`src/rtl/cau_pkg.sv`:
```
// Types, constants and helper functions of the complex arithmetic unit.
`timescale 1ns / 1ps
package cau_pkg;

  localparam int DATA_WIDTH = 32;
  localparam int FRAC_BITS  = 16;
  localparam int PROD_W     = 2 * DATA_WIDTH;
  localparam int NUM_W      = PROD_W + FRAC_BITS;
  // Quotient bits produced by the cell row; one more than the data width.
  localparam int DIV_STEPS  = DATA_WIDTH + 1;
  localparam int REM0_W     = NUM_W - DIV_STEPS;

  typedef enum logic [2:0] {
    OP_ADD = 3'd0,
    OP_SUB = 3'd1,
    OP_MUL = 3'd2,
    OP_DIV = 3'd3,
    OP_MAG = 3'd4
  } op_t;

  localparam logic [1:0] ST_OK  = 2'd0;
  localparam logic [1:0] ST_DZ  = 2'd1;
  localparam logic [1:0] ST_SAT = 2'd2;

  typedef enum logic [1:0] {
    K_NONE  = 2'd0,
    K_PLAIN = 2'd1,
    K_DIV   = 2'd2,
    K_MAG   = 2'd3
  } kind_t;

  // Item state handed from cell to cell.
  typedef struct packed {
    logic                    valid;
    kind_t                   kind;
    logic                    dz;
    logic                    re_neg;
    logic                    im_neg;
    logic                    ovf_re;
    logic                    ovf_im;
    logic [PROD_W-1:0]       re_mag;
    logic [PROD_W-1:0]       im_mag;
    logic [PROD_W-1:0]       den;
    logic [PROD_W-1:0]       rem_re;
    logic [PROD_W-1:0]       rem_im;
    logic [DIV_STEPS-1:0]    num_re;
    logic [DIV_STEPS-1:0]    num_im;
    logic [DIV_STEPS-1:0]    q_re;
    logic [DIV_STEPS-1:0]    q_im;
    logic [PROD_W-1:0]       sq_s;
    logic [PROD_W-1:0]       sq_res;
    logic [PROD_W-1:0]       sq_bit;
  } cell_t;

  // Saturate a sign and magnitude to the data width; the top bit flags saturation.
  function automatic logic [DATA_WIDTH:0] clamp(input logic neg, input logic [PROD_W-1:0] mag);
    logic [PROD_W-1:0] lim;
    logic [DATA_WIDTH-1:0] val;
    logic sat;
    lim = PROD_W'(1) << (DATA_WIDTH - 1);
    sat = 1'b0;
    if (neg) begin
      if (mag > lim) begin
        sat = 1'b1;
        val = lim[DATA_WIDTH-1:0];
      end else begin
        val = DATA_WIDTH'(~mag[DATA_WIDTH-1:0] + DATA_WIDTH'(1));
      end
    end else begin
      if (mag > lim - PROD_W'(1)) begin
        sat = 1'b1;
        val = DATA_WIDTH'(lim - PROD_W'(1));
      end else begin
        val = mag[DATA_WIDTH-1:0];
      end
    end
    return {sat, val};
  endfunction

endpackage

```
`src/rtl/cau_cell.sv`:
```
// One cell of the row: a restoring divide step per lane and a square-root step.
`timescale 1ns / 1ps
module cau_cell (
  input  logic           clk,
  input  logic           rst,
  input  logic           en,
  input  cau_pkg::cell_t d,
  output cau_pkg::cell_t q
);
  import cau_pkg::*;

  logic [PROD_W:0]   r2_re, r2_im, r2_re_sub, r2_im_sub;
  logic              ge_re, ge_im;
  logic [PROD_W-1:0] trial;
  cell_t             n;

  always_comb begin
    n = d;
    // Divide step: bring down one numerator bit and try the divisor.
    r2_re     = {d.rem_re, d.num_re[DIV_STEPS-1]};
    r2_im     = {d.rem_im, d.num_im[DIV_STEPS-1]};
    r2_re_sub = r2_re - {1'b0, d.den};
    r2_im_sub = r2_im - {1'b0, d.den};
    ge_re     = r2_re >= {1'b0, d.den};
    ge_im     = r2_im >= {1'b0, d.den};
    n.rem_re  = ge_re ? r2_re_sub[PROD_W-1:0] : r2_re[PROD_W-1:0];
    n.rem_im  = ge_im ? r2_im_sub[PROD_W-1:0] : r2_im[PROD_W-1:0];
    n.num_re  = d.num_re << 1;
    n.num_im  = d.num_im << 1;
    n.q_re    = {d.q_re[DIV_STEPS-2:0], ge_re};
    n.q_im    = {d.q_im[DIV_STEPS-2:0], ge_im};
    // Square-root step, idle once the trial bit has run out.
    trial = d.sq_res + d.sq_bit;
    if (d.sq_bit != '0) begin
      if (d.sq_s >= trial) begin
        n.sq_s   = d.sq_s - trial;
        n.sq_res = (d.sq_res >> 1) + d.sq_bit;
      end else begin
        n.sq_res = d.sq_res >> 1;
      end
      n.sq_bit = d.sq_bit >> 2;
    end
  end

  always_ff @(posedge clk) begin
    if (rst) begin
      q.valid <= 1'b0;
    end else if (en) begin
      q.valid <= n.valid;
    end
  end

  always_ff @(posedge clk) begin
    if (en) begin
      q.kind   <= n.kind;
      q.dz     <= n.dz;
      q.re_neg <= n.re_neg;
      q.im_neg <= n.im_neg;
      q.ovf_re <= n.ovf_re;
      q.ovf_im <= n.ovf_im;
      q.re_mag <= n.re_mag;
      q.im_mag <= n.im_mag;
      q.den    <= n.den;
      q.rem_re <= n.rem_re;
      q.rem_im <= n.rem_im;
      q.num_re <= n.num_re;
      q.num_im <= n.num_im;
      q.q_re   <= n.q_re;
      q.q_im   <= n.q_im;
      q.sq_s   <= n.sq_s;
      q.sq_res <= n.sq_res;
      q.sq_bit <= n.sq_bit;
    end
  end

endmodule

```
`config.mk`:
```
export PLATFORM = sky130hd
export DESIGN_NAME = cau_cell
export DESIGN_NICKNAME = d
export VERILOG_FILES = /design/src/rtl/cau_pkg.sv /design/src/rtl/cau_cell.sv
export SDC_FILE = /design/constraint.sdc
export NUM_CORES = 1
export LEC_CHECK = 0
export BUFFER_PORTS_ARGS = -buffer_cell sky130_fd_sc_hd__clkbuf_2
export CAP_MARGIN = 20
export CORE_AREA = 4 4 510 512
export DETAILED_ROUTE_END_ITERATION = 10
export DIE_AREA = 0 0 514 516
export PLACE_DENSITY = 0.4
export SLEW_MARGIN = 40
export SYNTH_ARGS = -nofsm -noshare
export SYNTH_HDL_FRONTEND = slang
export SYNTH_SLANG_ARGS = --single-unit
```
`constraint.sdc`:
```
create_clock -name clk -period 6.8 [get_ports clk]
set_input_delay 0.34 -clock clk [delete_from_list [all_inputs] [get_ports clk]]
set_output_delay 0.34 -clock clk [all_outputs]
set_load 0.01 [all_outputs]
```
==> qor.csv, run 1 <==
metric,value,unit
status,"finished, final reports clean",
Syn Area/Cell,10.0,um2
DR vias,42200,
final hold vios,0,
Top Ports,1307,
VDD IR max,187,uV
Switch Pwr,6150,uW
Starting Density,16.6,%
Final Skew,0,ps
Yosys reg bits,650,
Cells after DPL,8766,
slowest CP cell,dlygate4sd3_1,
clock latency on the worst-skew pair,770,ps
Pre-antenna DRT Iters,7,
CP required,7310,ps
met2 Resource Use GR,36.5,%
sequential share of power,33.1,%
busiest grt layer,met2,
clk root buf,clkbuf_16,
Pint,10100,uW
most numerous cell in the Yosys netlist,edfxtp_1,
Sw Ratio,37.9,%
Syn. warnings,0,
placed wire-length estimate,241,mm
CTS tree,yes,
"Distinct cells, synth",109,
Avg WL per Cell,29.6,um
Iter 0 DRT Violations,2733,
clk slew on worst S/H paths,60,ps
pwr dens,262,nW/um2
synth top area cells,"edfxtp_1, ha_1, a21oi_1",
"EDFF count, synth",649,
Antenna Nets Post-Route,0,
Max-slew headroom,39.8,%
Clock Sinks,650,
biggest regs,q: 650 flops,
Die Y,516,um
Max Cap Viol,0,
Clk pwr share,31.1,%
IO Port Bufs,1302,
core area,256000,um2
routed wire length,283,mm
final instance area,61800,um2
area grow syn2layout,45.5,%
combinational share of power,35.7,%
Largest register FFs,650,
Max Transition Viols Final,0,
worst slew pin tran,897,ps
layout cells sized above 1,26.8,%
die area,265000,um2
first-pass GRT wire length,371,mm
die span in x,514,um
maximum clock insertion buffer count,3,
Hold/Removal Path Class,primary input to flip-flop,
CTS Buf Count,91,
"Setup violations, final",0,
CP Class,primary input to flip-flop,
Post-Syn Instances,4247,
"Cell Count, Final, Fillers Out",9546,
ys async rst share,0,%
"Setup Fix Bufs, Post-CTS",0,
ys flop type,edfxtp_1,
register area share after synthesis,45.9,%
Yosys top cell area share,45.9,%
leakage dissipation,0.0264,uW
maximum clock frequency,153,MHz
initial antenna violation count,90,
placed cell area,52900,um2
"Remaining Overflow, GRT",0,
vias in the first global route,42500,
endpoint class of the critical path,flip-flop,
worst-path maximum fanout,60,
Total Routing Usage GR,20.3,%
drt drc,0,
CTS H-tree lvls,3,
Post-Synthesis Cell Area,42500,um2
Core Rows,186,
met3 usage,4.59,%
Final min period,6520,ps
Top reg by flops,q,
most instantiated cells after synthesis,"edfxtp_1, nand2_1, a21oi_1",
Crit path buffers/inverters,5,
Layout Nets,7015,
Tcrit/Tclk final,95.8,%
via/cell ratio,4.42,
maximum number of pins on one net before global-route repair,105,
startpoint types,primary input,
"Largest stage delay, worst path",590,ps
critical path's top delay family,compound AO/OA/AOI/OAI gates,
M1 GR Usage,22.0,%
gpl congestion,0.918,
post-synth top area cell,edfxtp_1,
Hold WS,69.8,ps
"Arr. time, crit path",7030,ps
[routing by layer]
layer	routed length (um)	part of all wire [%]
met5	211	0.075
met2	141000	50
met1	105000	37
met3	17600	6.2
met4	18700	6.6
[worst paths after layout]
path                                     startpoint             endpoint  slack, ps  depth (start not counted)
worst max-delay path                           d[6]      q[89]$_DFFE_PP_        280                         27
worst min-delay path                         d[404]     q[405]$_DFFE_PP_         70                          3
worst max register to register  q[651]$_SDFFE_PP0P_  q[651]$_SDFFE_PP0P_       5660                          3
worst min register to register  q[651]$_SDFFE_PP0P_  q[651]$_SDFFE_PP0P_       1060                          3
[worst register-to-register path, stage by stage, from the launching register on]
cell	delay (ps)
dfxtp_1	310
mux2i_1	120
nor2_1	50
dlygate4sd3_1	550
[kinds of logic after synthesis]
logic type	share of synthesized area, %
AO/OA/AOI/OAI	21.7
AND/OR/NAND/NOR	12.6
flip-flops	45.9
buffers and inverters	4.16
adder cells (fa/ha/maj)	9.60
XOR/XNOR	5.87
multiplexers	0.250
other	0.00882
[power groups by stage]
stage / sequential, uW / clock, uW / combinational [uW]
2_1_floorplan: 5600 / 0 / 2680
3_3_place_gp: 5460 / 0 / 5520
3_5_place_dp: 5450 / 0 / 5500
4_1_cts: 5390 / 5240 / 5860
5_1_grt: 5410 / 5390 / 6240
6_report: 5370 / 5050 / 5790
[metrics by stage]
step	power (uW)	utilization, %	worst slack (ps)	TNS [ps]
floorplan	8280	-	1230	0
global placement	11000	20.7	185	0
detailed placement	11000	20.7	55.1	0
CTS	16500	24.1	114	0
global route	17000	24.2	-7.64	-7.64
finish	16200	24.2	285	0
[cell usage in the layout, fill, tap and decap left out, types with 80 or more instances in the layout]
cell type,count
a21o_1,241
a21oi_1,428
buf_4,80
clkbuf_16,91
clkbuf_2,1301
dlygate4sd3_1,562
edfxtp_1,649
ha_1,317
inv_1,149
nand2_1,448
nand4_1,113
nor2_1,273
o21ai_0,304
xnor2_1,154
xor2_1,131
[repair_timing]
item	CTS	global route
endpoints found under the hold margin	556	0
setup endpoints to repair	0	48
gates resized for setup	0	15
hold buffers	562	0
[area by class of cell]
type | count | area (um2)
inverter | 152 | 578
timing repair buffer | 1955 | 13000
fill | 27900 | 194000
clock buffer | 101 | 2310
tap | 3384 | 4230
sequential | 650 | 19500
clock inverter | 68 | 753
multi-input combinational | 3187 | 21400
antenna | 49 | 123
Power figures use the tool's default switching activity.
==> run 2, diff against run 1 <==
- REMOVE_ABC_BUFFERS: not set -> 1
==> run 2 against run 1 <==
Non-clock buffer count up 25; count of clock-buffer cells in the layout up 6; largest cell class unchanged; first-iteration DRC count up 0.44%; register-to-register slack worse by 20 ps; maximum frequency down 0.51%; sequential power about the same; wire length down 11%; sequential share of layout area down 0.13 points; core utilization up 0.098 points; combinational power down 4.0%; worst setup slack worse by 34 ps; cell count about the same.
==> qor.csv, run 2 (synthesized netlist as in run 1, its figures left out) <==
metric,value,unit,change
status,"finished, final reports clean",,unchanged
final hold vios,0,,unchanged
Critical Path Start,d[6],,unchanged
Iter 0 DRT Violations,2745,,was 2733
CTS Buf Count,92,,was 91
CP required,7270,ps,was 7310 ps
Starting Density,16.6,%,unchanged
Pre-antenna DRT Iters,7,,unchanged
pwr dens,258,nW/um2,was 262 nW/um2
CTS H-tree lvls,3,,unchanged
maximum clock insertion buffer count,3,,unchanged
Hold/Removal Path Class,primary input to flip-flop,,unchanged
worst-path maximum fanout,33,,was 60
overall power,16000,uW,was 16200 uW
CTS tree,yes,,unchanged
Tcrit/Tclk final,96.3,%,was 95.8%
core area,256000,um2,unchanged
clk slew on worst S/H paths,60,ps,about the same
slowest CP cell,dlygate4sd3_1,,unchanged
most frequent cells in the layout,"clkbuf_2, edfxtp_1, dlygate4sd3_1",,unchanged
Place WS,-64.3,ps,was 55.1 ps
drt drc,0,,unchanged
"most common cell after layout, fill and taps aside",clkbuf_2,,unchanged
first-pass GRT wire length,337,mm,was 371 mm
endpoint class of the critical path,flip-flop,,unchanged
Total Routing Usage GR,18.0,%,was 20.3%
"Largest stage delay, worst path",590,ps,about the same
layout cells sized above 1,26.4,%,was 26.8%
IO Port Bufs,1302,,unchanged
Die Y,516,um,unchanged
routed wire length,250,mm,was 283 mm
"most used cell, CP",a211oi_1,,
Final min period,6550,ps,was 6520 ps
# fillers,27900,,about the same
Layout Nets,7041,,was 7015
Final Skew,0,ps,unchanged
area grow syn2layout,46.1,%,was 45.5%
final worst slack,251,ps,was 285 ps
CP Class,primary input to flip-flop,,unchanged
RSZ-0062 raised after global routing,no,,
"Arr. time, crit path",7020,ps,was 7030 ps
clock latency on the worst-skew pair,710,ps,was 770 ps
initial antenna violation count,128,,was 90
vias in the first global route,42100,,was 42500
r2r endpoint,q[651]$_SDFFE_PP0P_,,unchanged
worst slew pin tran,823,ps,was 897 ps
Worst Reg-to-Reg Cells,3,,unchanged
Clock Sinks,650,,unchanged
flop-to-flop setup slack,5640,ps,was 5660 ps
startpoint types,primary input,,unchanged
placed wire-length estimate,211,mm,was 241 mm
leakage dissipation,0.0265,uW,was 0.0264 uW
DR vias,41500,,was 42200
Final Core Density,24.3,%,was 24.2%
Core Rows,186,,unchanged
gpl congestion,0.882,,was 0.918
Largest register FFs,650,,unchanged
Top reg by flops,q,,unchanged
Avg WL per Cell,26.2,um,was 29.6 um
Max Cap Viol,0,,unchanged
die area,265000,um2,unchanged
Antenna Nets Post-Route,0,,unchanged
reg2reg start,q[651]$_SDFFE_PP0P_,,unchanged
VDD IR max,196,uV,was 187 uV
maximum number of pins on one net before global-route repair,116,,was 105
biggest regs,q: 650 flops,,unchanged
"Remaining Overflow, GRT",0,,unchanged
Max-slew headroom,45.2,%,was 39.8%
Top Ports,1307,,unchanged
"Setup Fix Bufs, Post-CTS",0,,unchanged
"Setup violations, final",0,,unchanged
Critical path destination,q[64]$_DFFE_PP_,,was q[89]$_DFFE_PP_
via/cell ratio,4.34,,was 4.42
maximum clock frequency,153,MHz,about the same
Max Transition Viols Final,0,,unchanged
clk root buf,clkbuf_16,,unchanged
die span in x,514,um,unchanged
## run 2: changes by cell type in the layout (fill, tap and decap cells not counted), sizes merged
cell,before,now
clkbuf,1402,1408
inv,154,161
dlygate4sd3,562,604
diode,49,33
clkinv,48,30
bufinv,10,13
buf,92,75
## run 2: how the worst min path moves through the flow
stage / from / endpoint / slack (ps) / depth (start not counted)
floorplan: rst / q[651]$_SDFFE_PP0P_ / 410 / 1
global placement: rst / q[651]$_SDFFE_PP0P_ / 500 / 2
detailed placement: rst / q[651]$_SDFFE_PP0P_ / 500 / 2
CTS: d[88] / q[88]$_DFFE_PP_ / 0.1 / 3
global route: d[433] / q[434]$_DFFE_PP_ / 20 / 3
finish: d[176] / q[176]$_DFFE_PP_ / 100 / 4
## run 2: metrics by stage
stage               instances  instance area, um2  hold slack, ps  TNS [ps]
floorplan                3989               41300             412      -148
global placement         8749               52800             497         0
detailed placement       8749               52800             499      -120
CTS                      9520               61900           0.119         0
global route             9535               62000            20.5         0
finish                   9553               62100            98.8         0
## run 2: cell type report
class | instances | area (um2) | area share, %
multi-input combinational | 3187 | 21300 | 34.4
sequential | 650 | 19500 | 31.4
timing repair buffer | 1980 | 13300 | 21.4
tap | 3384 | 4230 | 6.82
clock buffer | 107 | 2360 | 3.80
clock inverter | 60 | 723 | 1.16
inverter | 152 | 578 | 0.931
antenna | 33 | 82.6 | 0.133
## run 2: what timing repair did
| action | CTS | global route |
|---|---|---|
| gates resized for setup | 0 | 11 |
| setup endpoints to repair | 0 | 24 |
| endpoints found under the hold margin | 602 | 0 |
| hold buffers | 604 | 0 |
## run 2: where the power goes
group          internal, uW  switching [uW]  total (uW)
combinational          2110            3450        5560
clock                  2990            2080        5070
sequential             5110             261        5370
## run 2: layer usage
layer	vias to the layer above	GRT usage (%)	share of wire, %
met2	1503	34.6	53
met3	386	3.77	6.1
met1	20000	19.7	37
met4	52	5.19	3.4
li1	19500	-	-
met5	-	0	0.12
## run 2: worst max-delay path, delay by kind of cell
kind | cells | cell delay [ps]
AOI/OAI and AO/OA | 11 | 2460
xor gates and xnor gates | 1 | 150
adders and majority gates | 2 | 710
buffers and inverters | 6 | 1840
and+or+nand+nor | 6 | 1460
